==> config.mk <==
export PLATFORM = sky130hd
export DESIGN_NAME = lbs2d_ctrl
export DESIGN_NICKNAME = d
export VERILOG_FILES = /design/src/sv/lbs2d_pkg.sv /design/src/sv/lbs2d_ctrl.sv
export SDC_FILE = /design/constraint.sdc
export NUM_CORES = 1
export LEC_CHECK = 0
export ABC_AREA = 1
export BUFFER_PORTS_ARGS = -buffer_cell sky130_fd_sc_hd__buf_2
export CAP_MARGIN = 20
export CORE_AREA = 3 3 40 42
export DETAILED_ROUTE_END_ITERATION = 10
export DIE_AREA = 0 0 43 45
export GPL_ROUTABILITY_DRIVEN = 0
export SETUP_SLACK_MARGIN = 0.4
export SLEW_MARGIN = 5
export SYNTH_ARGS = -nofsm -noshare
export SYNTH_HDL_FRONTEND = slang
export SYNTH_SLANG_ARGS = --single-unit
==> constraint.sdc <==
create_clock -name clk -period 1.3 [get_ports clk]
set_input_delay 0.26 -clock clk [delete_from_list [all_inputs] [get_ports clk]]
set_output_delay 0.26 -clock clk [all_outputs]
set_load 0.01 [all_outputs]
==> src/sv/lbs2d_pkg.sv <==
// ----------------------------------------------------------------------------
// lbs2d_pkg
// Shared types, widths and codes of the 2D linear blend skinning block.
// ----------------------------------------------------------------------------
package lbs2d_pkg;

    localparam int MAT_FRAC_BITS    = 12;
    localparam int WEIGHT_FRAC_BITS = 16;

    localparam int COORD_W  = 32;
    localparam int MAT_W    = 16;
    localparam int WEIGHT_W = 17;
    localparam int VX_W     = COORD_W + 1;
    localparam int PSUM_W   = 51;
    localparam int PX_W     = PSUM_W - MAT_FRAC_BITS;
    localparam int OPA_W    = PX_W;
    localparam int OPB_W    = WEIGHT_W + 1;
    localparam int PROD_W   = OPA_W + OPB_W;
    localparam int WT_W     = PROD_W - WEIGHT_FRAC_BITS;
    localparam int ACC_W    = 64;
    localparam int FIN_W    = ACC_W + 2;

    localparam int CFG_IDX_W  = 2;
    localparam int CFG_DATA_W = 32;

    localparam logic [CFG_IDX_W-1:0] CFG_SKELETON_X = 2'd0;
    localparam logic [CFG_IDX_W-1:0] CFG_SKELETON_Y = 2'd1;
    localparam logic [CFG_IDX_W-1:0] CFG_USE_OFFSETS = 2'd2;

    localparam logic signed [ACC_W-1:0] ACC_MAX = {1'b0, {(ACC_W-1){1'b1}}};
    localparam logic signed [ACC_W-1:0] ACC_MIN = {1'b1, {(ACC_W-1){1'b0}}};
    localparam logic signed [COORD_W-1:0] OUT_MAX = {1'b0, {(COORD_W-1){1'b1}}};
    localparam logic signed [COORD_W-1:0] OUT_MIN = {1'b1, {(COORD_W-1){1'b0}}};

    typedef struct packed {
        logic signed [COORD_W-1:0]  vert_x;
        logic signed [COORD_W-1:0]  vert_y;
        logic signed [COORD_W-1:0]  offset_x;
        logic signed [COORD_W-1:0]  offset_y;
        logic        [WEIGHT_W-1:0] influence_weight;
        logic signed [MAT_W-1:0]    mat_a;
        logic signed [MAT_W-1:0]    mat_b;
        logic signed [MAT_W-1:0]    mat_c;
        logic signed [MAT_W-1:0]    mat_d;
        logic signed [COORD_W-1:0]  bone_tx;
        logic signed [COORD_W-1:0]  bone_ty;
        logic                       last_influence;
    } in_word_t;

    typedef struct packed {
        logic signed [COORD_W-1:0] world_x;
        logic signed [COORD_W-1:0] world_y;
    } out_word_t;

    typedef enum logic [2:0] {
        OP_NONE,
        OP_MUL_X,
        OP_MUL_Y,
        OP_SUM_Y,
        OP_WEIGHT,
        OP_ACCUM,
        OP_FINAL
    } dp_op_t;

    typedef struct packed {
        logic   load;
        dp_op_t op;
    } dp_cmd_t;

    typedef struct packed {
        logic last;
        logic out_free;
    } dp_status_t;

endpackage

==> src/sv/lbs2d_ctrl.sv <==
// ----------------------------------------------------------------------------
// lbs2d_ctrl
// Sequencer stepping the datapath through one influence at a time.
// ----------------------------------------------------------------------------
module lbs2d_ctrl import lbs2d_pkg::*;
(
    input  logic       clk,
    input  logic       rst_n,
    input  logic       in_valid,
    output logic       in_ready,
    input  dp_status_t status,
    output dp_cmd_t    cmd
);

    typedef enum logic [2:0] {
        ST_IDLE,
        ST_MUL_X,
        ST_MUL_Y,
        ST_SUM_Y,
        ST_WEIGHT,
        ST_ACCUM,
        ST_FINAL
    } state_t;

    state_t state_reg;
    state_t state_next;

    always_comb
    begin
        state_next = state_reg;
        cmd.load   = 1'b0;
        cmd.op     = OP_NONE;
        unique case (state_reg)
            ST_IDLE:
            begin
                if (in_valid)
                begin
                    cmd.load   = 1'b1;
                    state_next = ST_MUL_X;
                end
            end
            ST_MUL_X:
            begin
                cmd.op     = OP_MUL_X;
                state_next = ST_MUL_Y;
            end
            ST_MUL_Y:
            begin
                cmd.op     = OP_MUL_Y;
                state_next = ST_SUM_Y;
            end
            ST_SUM_Y:
            begin
                cmd.op     = OP_SUM_Y;
                state_next = ST_WEIGHT;
            end
            ST_WEIGHT:
            begin
                cmd.op     = OP_WEIGHT;
                state_next = ST_ACCUM;
            end
            ST_ACCUM:
            begin
                cmd.op     = OP_ACCUM;
                state_next = status.last ? ST_FINAL : ST_IDLE;
            end
            ST_FINAL:
            begin
                if (status.out_free)
                begin
                    cmd.op     = OP_FINAL;
                    state_next = ST_IDLE;
                end
            end
            default:
            begin
                state_next = ST_IDLE;
            end
        endcase
    end

    assign in_ready = (state_reg == ST_IDLE);

    always_ff @(posedge clk or negedge rst_n)
    begin
        if (!rst_n)
        begin
            state_reg <= ST_IDLE;
        end
        else
        begin
            state_reg <= state_next;
        end
    end

endmodule

=== Word-level counts from Yosys, hierarchy flattened ===
Index checks and enable logic that the tools add are counted.

* Bits of input ports: 5
* Register bits after elaboration: 3
* Word-level logic and storage cells: 19
* Output and inout port bits: 5

* Reductions and logical operators: 2
* Equality and inequality tests: 8
* Muxes and demuxes: 8

{| class="wikitable"
|+ Operators with widths
! operator !! count
|-
| 3-bit case mux with 7 select lines || 1
|-
| 3-bit case mux with 6 select lines || 1
|-
| 3-bit two-way mux || 4
|-
| 3-bit equality test, second input constant || 3
|-
| 3-bit by 2-bit equality test with 1-bit output, second input constant || 2
|-
| 2-bit inequality test, second input constant || 2
|-
| 3-bit by 1-bit equality test with 1-bit output, second input constant || 1
|-
| 3-bit logical NOT || 1
|-
| 1-bit two-way mux || 2
|-
| 2-bit AND reduction || 1
|}

=== Longest topological paths before layout ===
Gate-level depths: netlist (run 1).

* Depth in word-level cells: 3
* Mapped depth: 6
* Gate-level depth less buffers: 6

=== Least setup slack after synthesis (run 1) ===
No wires, ideal clock.

* Kind: register to output
* From: register state_reg[0]
* To: output cmd[3] (netlist bit)
* Data arrival time: 839 ps
* Required time: 1040 ps
* Stages on the path, launching flop included: 4
* Buffers on the path: 0
* Slack: 201 ps
* Cell sequence: dfrtp_1 -> inv_2 -> nand2_4 -> nor3_1

{| class="wikitable"
|+ RTL lines
! element !! RTL line !! text
|-
| start: declaration || lbs2d_ctrl.sv:25 || <nowiki>state_t state_reg;</nowiki>
|-
| start signal: assignment || lbs2d_ctrl.sv:92 || <nowiki>state_reg <= state_next;</nowiki>
|-
| end: declaration || lbs2d_ctrl.sv:12 || <nowiki>output dp_cmd_t cmd</nowiki>
|}

==> reports/metrics.cfg, run 1 <==
[drt]
detail-route-antenna-nets = 0
wl_per_cell_um = 10.7
drt_pass1_iterations = 4
routed_via_density = 4.16
drt_iter0_markers = 2
drc_errors = 0
vias = 283
wl_um = 727

[hold_path]
min_from = in_valid
hp-class = in2reg

[grt]
grtUsageTotal_pct = 8.18
grt_pass1_vias = 315
grt_first_pass_wirelength_um = 1140
antenna_found_initial = 0
grt_max_degree = 7
grt-ovfl-total = 0

[synth]
syn_inst = 29
yosysUniqueCellTypes = 13
ys.flop_type = dfrtp_1
syn_nets = 34
synth_area_leaders = dfrtp_1, nand3_1, nand2_1
ys_seq_area_share_pct = 36.4
syn_area_per_cell_um2 = 7.12
synth_top_area_share_pct = 36.4
synth_top_area_cell = dfrtp_1
netlist_top_cells_count = nand2_1, nand3_1, dfrtp_1, inv_2, nor2_1
synth_enable_flop_cells = 0
ys_ff_latch = 3
synth_async_sr_flop_share_pct = 100
ys_warn_count = 0
syn-cell-area_um2 = 206

[clocking]
clk_path_buf_depth = 2
clock_latency_ps = 230
cts.sinks = 3
cts.clk_slew.worst_paths_ps = 40
cts_made_buffers = 3
cts_root_buf = clkbuf_4
cts_tree = built
htreeDepth = 1

[sta]
maxSlewHeadroom_pct = 88.2
holdWs_ps = 336
setup_viol = 4
finalCriticalPeriod_ps = 1370
tightest_slew_ps = 177
period_share_pct = 106
rsz0062_at_grt = yes
skew_ps = 1.21
slew_viol_final = 0
setup_slack_ps = -73.2
fmax_mhz = 728
hold_violations = 0

[finish]
largest_reg_flops = 3
syn2layout_area_growth_pct = 113
fillers = 145
multiInputGateArea_um2 = 135
final-seq-area_um2 = 77.6
fin_nets = 59
design_area_um2 = 440
fin_cells = 68
postLayoutCoreUtil_pct = 34.3
diodes = 0
drive_above_1_share_pct = 71.7

[floorplanning]
dieArea_um2 = 1940
row_count = 13
fp.dieW_um = 43
initial_core_util_pct = 16.1
die_h_um = 45
ios = 10
coreArea_um2 = 1280

[worst_setup_path]
end_kind = primary output
reg2reg_from = state_reg[2]
crit_path_start = state_reg[1]
critPathMaxFanout = 4
path_class = reg2out
critPathLaunchType = flop
arrival_ps = 1110
critPathRequiredTime_ps = 1040

[outcome]
status = finished, violations left
violations = negative setup slack

[place]
placed_cell_area_um2 = 297
port_buffers = 9
placed_cells = 54
place_hpwl_um = 436

[flow_run]
cap_violations = 0

[power_and_ir_drop]
p_leak_uw = 0.000226
irDropWorstVdd_mv = 1.17
power.density_nw_per_um2 = 2720

## through the flow
stage               worst slack (ps)  power (uW)  setup TNS (ps)
floorplan                        270         537               0
global route                    -131        1290            -449
detailed placement               135         699               0
global placement                 160         694               0
CTS                            -57.0        1040            -115
finish                         -73.2        1200            -138
## where the power goes
| part | total (uW) | switching (uW) | leakage (uW) | internal [uW] |
|---|---|---|---|---|
| Clock | 164 | 49.1 | 0.0000150 | 115 |
| Combinational | 810 | 381 | 0.000176 | 430 |
| Sequential | 223 | 75.7 | 0.0000344 | 147 |
## cells by family after synthesis
| group | Yosys count | synth area share, % |
|---|---|---|
| simple gates | 18 | 47.9 |
| buf+inv | 6 | 10.9 |
| compound gates | 2 | 4.85 |
| flops | 3 | 36.4 |
## placed cells by master, fill, tap and decap left out, types with 2 or more instances in the layout
master	netlist	final
buf_2	0	8
buf_6	0	6
buf_4	0	5
nand2_2	2	4
nand3_1	4	4
clkbuf_4	0	3
inv_2	3	2
inv_4	0	2
inv_1	2	2
a21oi_2	0	2
nor2_1	3	2
nand2_1	4	2
nand4_1	2	2
dfrtp_2	0	2
## timing repair
action | CTS | global route
hold buffers | 1 | 0
endpoints found under the hold margin | 3 | 0
setup endpoints to repair | 8 | 8
resized for setup | 2 | 10
setup buffers | 7 | 2
pin swaps | 1 | 4
## cell type report
cell class                      instances  area share, %
Sequential cell                         3           17.6
Tap cell                               15           4.26
Multi-Input combinational cell         20           30.7
Clock buffer                            4           5.97
Inverter                                6           6.25
Timing Repair Buffer                   20           35.2
## critical path: stages, from the launching register on
cell and delay, ps:
dfrtp_2 440, inv_4 90, nand2_4 70, nor3_4 120, buf_2 150
## final timing paths
path | to | slack, ps | cells after the start
hold reg to reg | state_reg[0] | 660 | 4
hold / removal | state_reg[0] | 340 | 5
setup / recovery | cmd[3] | -70 | 4
min in group asynchronous | state_reg[0] | 350 | 2
max in group asynchronous | state_reg[1] | 830 | 2
setup reg to reg | state_reg[0] | 250 | 6
## per-layer routing
| layer | vias up | routed length (um) | track usage [%] |
|---|---|---|---|
| li1 | 141 | - | - |
| met1 | 129 | 283 | 7.52 |
| met2 | 11 | 382 | 14.1 |
| met3 | 2 | 41 | 1.99 |
| met4 | 0 | 19 | 9.04 |
| met5 | - | 0 | 0 |
Power figures use the tool's default switching activity.
==> inputs of run 2 (changes only) <==
--- a/config.mk
+++ b/config.mk
@@ -12,7 +12,6 @@
 export DETAILED_ROUTE_END_ITERATION = 10
 export DIE_AREA = 0 0 43 45
 export GPL_ROUTABILITY_DRIVEN = 0
-export SETUP_SLACK_MARGIN = 0.4
 export SLEW_MARGIN = 5
 export SYNTH_ARGS = -nofsm -noshare
 export SYNTH_HDL_FRONTEND = slang
==> run 2 against run 1 <==
The run still ends with negative setup slack left. Design area is 11% lower. Critical path depth stayed put. Sequential power is 6% lower. Count of clock-buffer cells in the layout stayed put. Combinational power is 17% lower. Via count is 3.2% lower. Hold slack worse by 16 ps. Register-to-register slack hardly changed. Worst setup slack better by 37 ps.
==> reports/metrics.cfg, run 2 (synthesis gave the netlist of run 1 again) <==
[worst_setup_path]
crit_chain = inv_2, nand2_4, nor3_2, buf_2  ; was inv_4, nand2_4, nor3_4, buf_2
critPathLaunchType = flop  ; unchanged
critPathMaxFanout = 3  ; was 4
critPathMaxStageDelay_ps = 420  ; was 440 ps
worst-r2r-cell-count = 5  ; was 6
end_kind = primary output  ; unchanged
cp.buffers_inverters = 2  ; unchanged
arrival_ps = 1080  ; was 1110 ps
cp_slowest_cell = dfrtp_1  ; was dfrtp_2
path_delay_family = flip-flops  ; unchanged
reg2reg_from = state_reg[1]  ; was state_reg[2]
critPathRequiredTime_ps = 1040  ; about the same
r2r_slack_ps = 250  ; about the same
path_depth = 4  ; unchanged
path_class = reg2out  ; unchanged
r2r-end = state_reg[1]  ; was state_reg[0]

[sta]
skew_ps = 3.73  ; was 1.21 ps
setup_viol = 3  ; was 4
maxSlewHeadroom_pct = 88.4  ; was 88.2%
finalCriticalPeriod_ps = 1340  ; was 1370 ps
period_share_pct = 103  ; was 106%
slew_viol_final = 0  ; unchanged
fmax_mhz = 748  ; was 728 MHz
setup_slack_ps = -36.2  ; was -73.2 ps
rsz0062_at_grt = yes  ; unchanged
tightest_slew_ps = 174  ; was 177 ps
hold_violations = 0  ; unchanged

[place]
placed_cell_area_um2 = 278  ; was 297 um^2
place_ws_ps = 164  ; was 135 ps
place_hpwl_um = 381  ; was 436 um
placed_cells = 54  ; unchanged
port_buffers = 9  ; unchanged

[power_and_ir_drop]
p_leak_uw = 0.000210  ; was 0.000226 uW
power.density_nw_per_um2 = 2670  ; was 2720 nW/um^2
irDropWorstVdd_mv = 0.997  ; was 1.17 mV
power.total_uw = 1050  ; was 1200 uW

[flow_run]
cap_violations = 0  ; unchanged

[drt]
wl_per_cell_um = 9.36  ; was 10.7 um
detail-route-antenna-nets = 0  ; unchanged
drc_errors = 0  ; unchanged
wl_um = 618  ; was 727 um
vias = 274  ; was 283
drt_pass1_iterations = 2  ; was 4
drt_iter0_markers = 4  ; was 2
routed_via_density = 4.15  ; was 4.16

[hold_path]
hp-class = in2reg  ; unchanged
min_from = in_valid  ; unchanged
min_to = state_reg[0]  ; unchanged
hold_depth = 5  ; unchanged

[floorplanning]
die_h_um = 45  ; unchanged
coreArea_um2 = 1280  ; unchanged
dieArea_um2 = 1940  ; unchanged
ios = 10  ; unchanged
initial_core_util_pct = 16.1  ; unchanged
fp.dieW_um = 43  ; unchanged
row_count = 13  ; unchanged

[finish]
fin_nets = 57  ; was 59
fin_cells = 66  ; was 68
layout_commonest_cell = buf_2  ; unchanged
syn2layout_area_growth_pct = 90.3  ; was 113%
fillers = 139  ; was 145
diodes = 0  ; unchanged
drive_above_1_share_pct = 64.7  ; was 71.7%
final_cell_mix = buf_2, buf_4, nand2_2, nand3_1  ; was buf_2, buf_6, buf_4
largest_reg_flops = 3  ; unchanged
design_area_um2 = 393  ; was 440 um^2

[grt]
grt_first_pass_wirelength_um = 938  ; was 1140 um
grt-ovfl-total = 0  ; unchanged
grt_pass1_vias = 269  ; was 315
antenna_found_initial = 0  ; unchanged
grt_max_degree = 7  ; unchanged
grtUsageTotal_pct = 6.43  ; was 8.18%

[outcome]
violations = negative setup slack  ; unchanged
status = finished, violations left  ; unchanged

[clocking]
htreeDepth = 1  ; unchanged
clock_latency_ps = 230  ; about the same
cts_made_buffers = 3  ; unchanged
cts_root_buf = clkbuf_4  ; unchanged
clk_path_buf_depth = 2  ; unchanged
cts.sinks = 3  ; unchanged
cts.clk_slew.worst_paths_ps = 40  ; about the same
cts_tree = built  ; unchanged

## run 2: worst max path at each step
stage	start	end	slack, ps
after global placement	state_reg[1]	cmd[3]	150
after CTS	state_reg[2]	cmd[0]	-40
after global routing	state_reg[1]	cmd[3]	-80
after floorplan	state_reg[0]	cmd[3]	200
after detailed placement	state_reg[1]	cmd[3]	160
final	state_reg[1]	cmd[3]	-40
## run 2: what timing repair did
action | in CTS | in global routing
setup endpoints to repair | 5 | 5
resized for setup | 7 | 1
hold endpoints to repair | 3 | 0
buffers inserted | 4 | 3
hold buffers | 1 | 0
pin swaps | 1 | 2
## run 2: per-stage QoR
stage | TNS, ps | hold WS (ps) | utilization [%]
finish | -75.2 | 320 | 30.6
global route | -337 | 342 | 30.6
floorplan | 0 | -35.6 | -
CTS | -101 | 312 | 28.6
detailed placement | 0 | 56.9 | 21.6
global placement | 0 | 55.9 | 21.6
## run 2: cell type report
class	instances	area, um^2	area share, %
Multi-Input combinational cell	20	123	31.2
Sequential cell	3	76.3	19.4
Clock buffer	4	26.3	6.69
Tap cell	15	18.8	4.78
Inverter	6	23.8	6.05
Timing Repair Buffer	18	125	31.8
## run 2: where the power goes
part           internal (uW)  switching [uW]  leakage (uW)
clock network            115            49.8     0.0000150
logic                    347             328      0.000159
registers                144            65.0     0.0000354
## run 2: layer usage
| layer | share of wire, % | track usage (%) | routed length, um |
|---|---|---|---|
| met1 | 45 | 6.80 | 276 |
| met2 | 50 | 10.5 | 309 |
| met3 | 5.2 | 1.99 | 32 |
| met4 | 0 | 5.42 | 0 |
| met5 | 0 | 0 | 0 |
## run 2: worst min-delay path, cell delays in order
cell     delay, ps
buf_2           80
inv_2           40
nand2_2         50
nand2_1         40
inv_1           40
